File: config.mk
export PLATFORM = sky130hd
export DESIGN_NAME = consensus_leader_election_node_top_flat
export DESIGN_NICKNAME = d
export VERILOG_FILES = /design/src/rtl/cle_pkg.sv /design/src/rtl/cle_chan_if.sv /design/src/rtl/consensus_leader_election_node_top.sv /design/src/flat_wrapper.sv
export SDC_FILE = /design/constraint.sdc
export NUM_CORES = 1
export LEC_CHECK = 0
export ABC_AREA = 1
export BUFFER_PORTS_ARGS = -buffer_cell sky130_fd_sc_hd__buf_2
export CORE_MARGIN = 1.5
export CORE_UTILIZATION = 21
export CTS_CLUSTER_DIAMETER = 80
export DETAILED_ROUTE_END_ITERATION = 6
export PLACE_DENSITY = 0.76
export RECOVER_POWER = 100
export SETUP_SLACK_MARGIN = 0.5
export SLEW_MARGIN = 20
export SYNTH_ARGS = -nofsm -noshare
export SYNTH_HDL_FRONTEND = slang
export SYNTH_SLANG_ARGS = --single-unit
export TNS_END_PERCENT = 50
File: constraint.sdc
create_clock -name clk -period 2.1 [get_ports clk]
set_clock_uncertainty 0.05 [all_clocks]
set_input_delay 0.21 -clock clk [delete_from_list [all_inputs] [get_ports clk]]
set_output_delay 0.21 -clock clk [all_outputs]
set_load 0.02 [all_outputs]
File: src/rtl/cle_pkg.sv
`default_nettype none
package cle_pkg;

  localparam int MaxNodesDefault = 64;
  localparam int TickBitsDefault = 16;

  localparam int TermW  = 64;
  localparam int NodeW  = 6;
  localparam int TmoW   = 16;
  localparam int CfgW   = 64;
  localparam int CfgIdxW = 3;

  localparam logic [CfgIdxW-1:0] REG_SELF_ID        = 3'd0;
  localparam logic [CfgIdxW-1:0] REG_NODE_COUNT     = 3'd1;
  localparam logic [CfgIdxW-1:0] REG_ELECTION_TMO   = 3'd2;
  localparam logic [CfgIdxW-1:0] REG_LAST_LOG_TERM  = 3'd3;
  localparam logic [CfgIdxW-1:0] REG_LAST_LOG_INDEX = 3'd4;

  localparam logic [NodeW-1:0] SELF_ID_RST    = 6'd1;
  localparam logic [NodeW-1:0] NODE_COUNT_RST = 6'd3;
  localparam logic [TmoW-1:0]  TIMEOUT_RST    = 16'd150;

  localparam logic OP_MSG  = 1'b0;
  localparam logic OP_TICK = 1'b1;

  localparam logic [2:0] MSG_HEARTBEAT = 3'd0;
  localparam logic [2:0] MSG_HB_RESP   = 3'd1;
  localparam logic [2:0] MSG_APPEND    = 3'd2;
  localparam logic [2:0] MSG_APP_RESP  = 3'd3;
  localparam logic [2:0] MSG_VOTE_REQ  = 3'd4;
  localparam logic [2:0] MSG_VOTE_RESP = 3'd5;
  localparam logic [2:0] MSG_PROPOSAL  = 3'd6;
  localparam logic [2:0] MSG_OTHER     = 3'd7;

  localparam logic [2:0] RSP_NONE         = 3'd0;
  localparam logic [2:0] RSP_INVALID_TERM = 3'd1;
  localparam logic [2:0] RSP_VOTE_REQUEST = 3'd2;
  localparam logic [2:0] RSP_VOTE_RESP    = 3'd3;
  localparam logic [2:0] RSP_HB_RESP      = 3'd4;
  localparam logic [2:0] RSP_APP_RESP     = 3'd5;

  localparam logic [1:0] ROLE_FOLLOWER  = 2'd0;
  localparam logic [1:0] ROLE_CANDIDATE = 2'd1;
  localparam logic [1:0] ROLE_LEADER    = 2'd2;

  typedef struct packed {
    logic             op;
    logic [2:0]       msg_type;
    logic [TermW-1:0] peer_term;
    logic [NodeW-1:0] msg_from;
    logic [TermW-1:0] msg_log_term;
    logic [TermW-1:0] msg_index;
    logic             msg_reject;
  } msg_t;

  typedef struct packed {
    logic [2:0]       rsp_type;
    logic [TermW-1:0] rsp_term;
    logic [NodeW-1:0] rsp_to;
    logic [TermW-1:0] rsp_index;
    logic [TermW-1:0] rsp_log_term;
    logic             rsp_reject;
    logic [1:0]       role_now;
  } rsp_t;

endpackage
`default_nettype wire

File: src/rtl/cle_chan_if.sv
`default_nettype none
interface cle_chan_if #(parameter type T = logic);
  logic valid;
  logic ready;
  T     data;

  modport source (output valid, output data, input ready);
  modport sink   (input valid, input data, output ready);
endinterface
`default_nettype wire

File: src/rtl/consensus_leader_election_node_top.sv
// Path: a word accepted on msg is registered in the input register, then processed and
// written to the result buffer, from which it is offered on rsp; a full buffer stalls it.
// Throughput: one word per cycle; a two-entry result buffer lets msg run on while rsp
// stalls, until the buffer and the input register are full.
// Reset (rst, synchronous, active high): follower, term 0, no vote, tick count 0,
// vote records clear, registers back to reset values, both buffers empty.
`default_nettype none
module consensus_leader_election_node_top import cle_pkg::*; #(
  parameter int MAX_NODES = MaxNodesDefault,
  parameter int TICK_BITS = TickBitsDefault
) (
  input  wire logic               clk,
  input  wire logic               rst,
  input  wire logic               wr_en,
  input  wire logic [CfgIdxW-1:0] wr_idx,
  input  wire logic [CfgW-1:0]    wr_data,
  cle_chan_if.sink                msg,
  cle_chan_if.source              rsp
);

  localparam int IdxW = (MAX_NODES > 1) ? $clog2(MAX_NODES) : 1;
  localparam int PeerW = (IdxW > NodeW) ? IdxW : NodeW;
  localparam int CntW = $clog2(MAX_NODES + 1);

  logic [NodeW-1:0] self_id;
  logic [NodeW-1:0] node_count;
  logic [TmoW-1:0]  tmo_limit;
  logic [TermW-1:0] last_log_term;
  logic [TermW-1:0] last_log_index;

  logic [1:0]           role, role_next;
  logic [TermW-1:0]     current_term, term_next;
  logic [NodeW-1:0]     voted_for, voted_next;
  logic [TICK_BITS-1:0] elapsed, elapsed_next, elapsed_inc;
  logic [MAX_NODES-1:0] seen, seen_next;
  logic [CntW-1:0]      yes_count, yes_next;

  logic s1_valid;
  msg_t s1_data;
  logic step;

  rsp_t       obuf [2];
  logic       wptr, rptr;
  logic [1:0] ocnt;
  logic       push, pop;

  rsp_t             r;
  logic             tmo;
  logic             up_to_date;
  logic [NodeW-1:0] voted_req;
  logic [PeerW-1:0] from_ext, self_ext;
  logic             from_ok, self_ok;
  logic [NodeW-1:0] majority;

  always_ff @(posedge clk) begin
    if (rst) begin
      self_id        <= SELF_ID_RST;
      node_count     <= NODE_COUNT_RST;
      tmo_limit      <= TIMEOUT_RST;
      last_log_term  <= '0;
      last_log_index <= '0;
    end else if (wr_en) begin
      unique case (wr_idx)
        REG_SELF_ID:        self_id        <= wr_data[NodeW-1:0];
        REG_NODE_COUNT:     node_count     <= wr_data[NodeW-1:0];
        REG_ELECTION_TMO:   tmo_limit      <= wr_data[TmoW-1:0];
        REG_LAST_LOG_TERM:  last_log_term  <= wr_data;
        REG_LAST_LOG_INDEX: last_log_index <= wr_data;
        default: ;
      endcase
    end
  end

  assign push = step;
  assign pop  = rsp.valid && rsp.ready;
  assign step = s1_valid && ((ocnt != 2'd2) || pop);
  assign msg.ready = !s1_valid || step;

  always_ff @(posedge clk) begin
    if (rst) begin
      s1_valid <= 1'b0;
    end else if (msg.ready) begin
      s1_valid <= msg.valid;
    end
  end

  always_ff @(posedge clk) begin
    if (msg.valid && msg.ready) begin
      s1_data <= msg.data;
    end
  end

  assign from_ext = PeerW'(s1_data.msg_from);
  assign self_ext = PeerW'(self_id);
  assign from_ok  = 32'(s1_data.msg_from) < MAX_NODES;
  assign self_ok  = 32'(self_id) < MAX_NODES;
  assign majority = (node_count >> 1) + NodeW'(1);
  assign elapsed_inc = (elapsed != '1) ? elapsed + TICK_BITS'(1) : elapsed;
  assign up_to_date = (s1_data.msg_log_term > last_log_term) ||
                      ((s1_data.msg_log_term == last_log_term) &&
                       (s1_data.msg_index >= last_log_index));

  always_comb begin
    role_next    = role;
    term_next    = current_term;
    voted_next   = voted_for;
    elapsed_next = elapsed;
    seen_next    = seen;
    yes_next     = yes_count;
    voted_req    = voted_for;
    tmo          = 1'b0;
    r            = '0;

    if (s1_data.op == OP_TICK) begin
      elapsed_next = elapsed_inc;
      tmo = 32'(elapsed_inc) > 32'(tmo_limit);
    end else if (s1_data.peer_term < current_term) begin
      r.rsp_type = RSP_INVALID_TERM;
      r.rsp_to   = s1_data.msg_from;
    end else begin
      if (s1_data.peer_term > current_term) begin
        role_next  = ROLE_FOLLOWER;
        term_next  = s1_data.peer_term;
        voted_next = '0;
      end
      tmo = 32'(elapsed) > 32'(tmo_limit);
      if (!tmo) begin
        if (role_next == ROLE_FOLLOWER) begin
          case (s1_data.msg_type)
            MSG_HEARTBEAT: begin
              r.rsp_type   = RSP_HB_RESP;
              r.rsp_to     = s1_data.msg_from;
              elapsed_next = '0;
            end
            MSG_APPEND: begin
              r.rsp_type   = RSP_APP_RESP;
              r.rsp_to     = s1_data.msg_from;
              elapsed_next = '0;
            end
            MSG_VOTE_REQ: begin
              voted_req = (up_to_date && (voted_next == '0)) ? s1_data.msg_from
                                                              : voted_next;
              voted_next   = voted_req;
              r.rsp_type   = RSP_VOTE_RESP;
              r.rsp_to     = s1_data.msg_from;
              r.rsp_reject = s1_data.msg_from != voted_req;
              elapsed_next = '0;
            end
            default: ;
          endcase
        end else if ((role_next == ROLE_CANDIDATE) && (s1_data.msg_type == MSG_VOTE_RESP)) begin
          if (from_ok && !seen[from_ext[IdxW-1:0]]) begin
            seen_next[from_ext[IdxW-1:0]] = 1'b1;
            if (!s1_data.msg_reject) begin
              yes_next = yes_count + CntW'(1);
            end
          end
          if (32'(yes_next) >= 32'(majority)) begin
            role_next = ROLE_LEADER;
          end
        end
      end
    end

    if (tmo) begin
      elapsed_next = '0;
      if (role_next != ROLE_LEADER) begin
        role_next  = ROLE_CANDIDATE;
        term_next  = (term_next != '1) ? term_next + TermW'(1) : term_next;
        voted_next = self_id;
        seen_next  = '0;
        yes_next   = '0;
        if (self_ok) begin
          seen_next[self_ext[IdxW-1:0]] = 1'b1;
          yes_next = CntW'(1);
        end
        r.rsp_type     = RSP_VOTE_REQUEST;
        r.rsp_index    = last_log_index;
        r.rsp_log_term = last_log_term;
      end
    end

    r.rsp_term = term_next;
    r.role_now = role_next;
  end

  always_ff @(posedge clk) begin
    if (rst) begin
      role         <= ROLE_FOLLOWER;
      current_term <= '0;
      voted_for    <= '0;
      elapsed      <= '0;
      seen         <= '0;
      yes_count    <= '0;
    end else if (step) begin
      role         <= role_next;
      current_term <= term_next;
      voted_for    <= voted_next;
      elapsed      <= elapsed_next;
      seen         <= seen_next;
      yes_count    <= yes_next;
    end
  end

  always_ff @(posedge clk) begin
    if (push) begin
      obuf[wptr] <= r;
    end
  end

  always_ff @(posedge clk) begin
    if (rst) begin
      wptr <= 1'b0;
      rptr <= 1'b0;
      ocnt <= 2'd0;
    end else begin
      if (push) wptr <= !wptr;
      if (pop)  rptr <= !rptr;
      ocnt <= ocnt + 2'(push) - 2'(pop);
    end
  end

  assign rsp.valid = ocnt != 2'd0;
  assign rsp.data  = obuf[rptr];

  a_term_monotonic: assert property (@(posedge clk) disable iff (rst)
    !$past(rst) |-> current_term >= $past(current_term))
    else $error("term decreased");

  a_ticks_hold: assert property (@(posedge clk) disable iff (rst)
    (!$past(rst) && !$past(step)) |-> $stable(elapsed))
    else $error("tick count moved without a processed word");

  a_push_visible: assert property (@(posedge clk) disable iff (rst)
    push |=> ocnt != 2'd0)
    else $error("processed word not offered");

  a_leader_from_candidate: assert property (@(posedge clk) disable iff (rst)
    $rose(role == ROLE_LEADER) |-> $past(role) == ROLE_CANDIDATE)
    else $error("leader reached without candidacy");

endmodule
`default_nettype wire
File: src/flat_wrapper.sv
// flat-port wrapper written by rule: the top's interface ports become plain ports
module consensus_leader_election_node_top_flat import cle_pkg::*;
#(
  parameter int MAX_NODES = MaxNodesDefault,
  parameter int TICK_BITS = TickBitsDefault
)
  (clk, rst, wr_en, wr_idx, wr_data, msg_valid, msg_data, msg_ready, rsp_valid, rsp_data, rsp_ready);
  cle_chan_if msg_i ();
  cle_chan_if rsp_i ();
  input  wire logic clk;
  input  wire logic rst;
  input  wire logic wr_en;
  input  wire logic [CfgIdxW-1:0] wr_idx;
  input  wire logic [CfgW-1:0] wr_data;
  input wire logic [$bits(msg_i.valid)-1:0] msg_valid;
  input wire logic [$bits(msg_i.data)-1:0] msg_data;
  output wire logic [$bits(msg_i.ready)-1:0] msg_ready;
  output wire logic [$bits(rsp_i.valid)-1:0] rsp_valid;
  output wire logic [$bits(rsp_i.data)-1:0] rsp_data;
  input wire logic [$bits(rsp_i.ready)-1:0] rsp_ready;
  assign msg_i.valid = msg_valid;
  assign msg_i.data = msg_data;
  assign msg_ready = msg_i.ready;
  assign rsp_valid = rsp_i.valid;
  assign rsp_data = rsp_i.data;
  assign rsp_i.ready = rsp_ready;
  consensus_leader_election_node_top #(.MAX_NODES(MAX_NODES), .TICK_BITS(TICK_BITS)) u_core (.clk(clk), .rst(rst), .wr_en(wr_en), .wr_idx(wr_idx), .wr_data(wr_data), .msg(msg_i), .rsp(rsp_i));
endmodule
==> results.yml <==
timing:
  finalCriticalPeriod_ns: 1.73
  fin_crit_sh_pct: 82.3
  setup_viol: 0
  worstMarginPinSlew_ns: 0.271
  drv_slew: 0
  slew_headroom_pct: 81.7
  max_freq_ghz: 0.579
  worst_slack_ns: 0.373
  rsz0062_at_grt: "true"
  hold_viol_final: 0
  fin_tns_setup_ns: 0
worst_setup_path:
  critPathTopFamily: "buffers and inverters"
  crit_path_start_kind: "flop"
  cp.arrival_ns: 1.82
  cp_common_cell: "buf_4"
  crit_type: "flop to flop"
  crit_buf_inv: 7
  critical_path.cell_chain: "inv_2, nand2_1, nand2_4, buf_4, buf_4, buf_4, buf_4, buf_4, buf_4, o21ai_0, nor2_1"
  crit_fanout: 2
  critical_path.max_stage_delay_ns: 0.34
  crit_required_ns: 2.19
  end_kind: "flop"
  crit_slowest_cell: "dfxtp_4"
clocking:
  max-clock-path-buffers: 2
  cts_tree: "yes"
  clk-insertion-delay-late_ns: 0.25
  cts_num_sinks: 9
  cts_max_level: 1
  numCtsBuffers: 3
  cts_root_buf: "clkbuf_4"
  hold_buffers: 0
  clk_pin_slew_ns: 0.06
grt:
  grt_pass1_wl_um: 1170
  grt_pass1_vias: 320
  grt_usage_pct: 6.42
  grt_max_degree: 6
  gr-total-overflow: 0
  antenna_found_initial: 0
detailed_routing:
  post-route-drc-count: 0
  first_iter_violations: 7
  wl_met1_um: 320
  dr.pass1.iters: 4
  via_per_inst: 3.71
  dr.max_layer_used: "met3"
  ant_nets: 0
  num_vias: 341
  routed_wl_um: 799
  met3_length_um: 32
  wl_per_cell_um: 8.68
  wl_met2_um: 446
power_and_ir_drop:
  p_per_area_nw_per_um2: 1180
  p_leak_nw: 0.267
  vdd_ir_drop_max_v: 0.000567
synthesis:
  yosys.cell_types.count: 16
  ys_warn_count: 0
  synth_seq_cells: 9
  ys_seq_area_share_pct: 46.0
  netlist_instances: 52
  syn_avg_cell_area_sq_um: 8.37
  netlist_area_sq_um: 435
  syn_nets: 127
floorplanning:
  dieArea_sq_um: 2360
  num_io_pins: 76
  initial_core_util_pct: 22.2
  core_sq_um: 1960
  rows: 16
  die_x_um: 48.5
  fp.dieH_um: 48.5
finish:
  syn_to_final_growth_pct: 27.0
  drive_above_1_share_pct: 32.3
  final_nets: 141
  fill_cells: 233
  ff_latch_area_sq_um: 204
  diodes: 0
  multi_input_area_sq_um: 161
job:
  max_cap_violations: 0
place:
  io_buffers: 6
  place.gp.congestion: 0.777
  dp_slack_ns: 0.446
  dpl.hpwl_um: 485
min_path:
  hold_class: "input port to flop"
outcome:
  outcome: "finished, final reports clean"
path summary, 6_finish.rpt:
check	slack, ns	end	start	cells after the start
worst max-delay path	0.37	u_core.rptr$_SDFFE_PP0P_	u_core.ocnt[1]$_SDFF_PP0_	11
worst min-delay path	0.10	u_core.role[0]$_SDFFE_PP0P_	rst	2
worst max register to register	0.37	u_core.rptr$_SDFFE_PP0P_	u_core.ocnt[1]$_SDFF_PP0_	11
worst min register to register	0.39	u_core.role[0]$_SDFFE_PP0P_	u_core.role[0]$_SDFFE_PP0P_	2
power breakdown:
part / internal [mW] / total (mW) / switching, mW
logic: 0.139 / 0.294 / 0.155
registers: 0.217 / 0.233 / 0.0158
clock network: 0.0728 / 0.127 / 0.0541
metal layers:
metal	up-vias	track usage (%)
li1	181	-
met1	153	6.55
met2	7	11.3
met3	0	3.70
met4	0	1.43
met5	-	0
cells in the final DEF (no fill, tap or decap), types with 2 or more instances in the layout:
cell      count
inv_1        10
nor2_1        8
buf_4         7
dfxtp_1       6
nand2_1       5
clkbuf_1      5
nand3_1       3
a21oi_1       3
clkbuf_4      3
buf_2         3
inv_2         2
edfxtp_1      2
layout make-up:
class | instances | area share [%]
well taps | 27 | 6.11
inverters | 12 | 8.14
flip-flops and latches | 9 | 36.9
repair buffers | 14 | 14.9
multi-input cells | 26 | 29.2
clock buffers | 4 | 4.75
synthesized netlist by cell type:
cell | n | area, sq um
clkbuf_1 | 1 | 3.75
inv_1 | 10 | 37.5
ha_1 | 2 | 25.0
o21ai_1 | 1 | 5.00
mux2_2 | 1 | 11.3
nand4_1 | 1 | 6.26
nor2_1 | 8 | 30.0
edfxtp_1 | 2 | 60.1
dfxtp_1 | 7 | 140
or2_1 | 1 | 6.26
buf_6 | 4 | 45.0
nand2_2 | 2 | 12.5
a21oi_1 | 3 | 15.0
inv_2 | 2 | 7.51
nand3_1 | 3 | 15.0
nand2_1 | 4 | 15.0
metrics by stage:
stage | area [sq um] | utilization (%) | instances | power (mW) | hold WS [ns]
final | 553 | 28.2 | 92 | 0.654 | 0.103
after global routing | 553 | 28.2 | 92 | 0.703 | 0.115
after CTS | 561 | 28.6 | 92 | 0.659 | 0.0970
after detailed placement | 455 | 23.2 | 80 | 0.433 | 0.368
after global placement | 455 | 23.2 | 80 | 0.423 | 0.365
after floorplan | 440 | - | 52 | 0.395 | 0.289
cell families (layout without fill, tap and decap cells):
| group | after synthesis | in the layout | synth area share (%) |
|---|---|---|---|
| DFF | 9 | 9 | 46.0 |
| and+or+nand+nor | 19 | 19 | 19.5 |
| AOI/OAI and AO/OA | 4 | 4 | 4.60 |
| adders and majority gates | 2 | 2 | 5.75 |
| muxes | 1 | 1 | 2.59 |
| buffers and inverters | 17 | 30 | 21.6 |
repair_timing:
| item | in CTS | in global routing |
|---|---|---|
| buffers inserted | 8 | 0 |
| pin swaps | 3 | 3 |
| endpoints found under the setup margin | 1 | 3 |
| gates resized for setup | 5 | 4 |
| endpoints found under the hold margin | 0 | 0 |
Power figures use the tool's default switching activity.
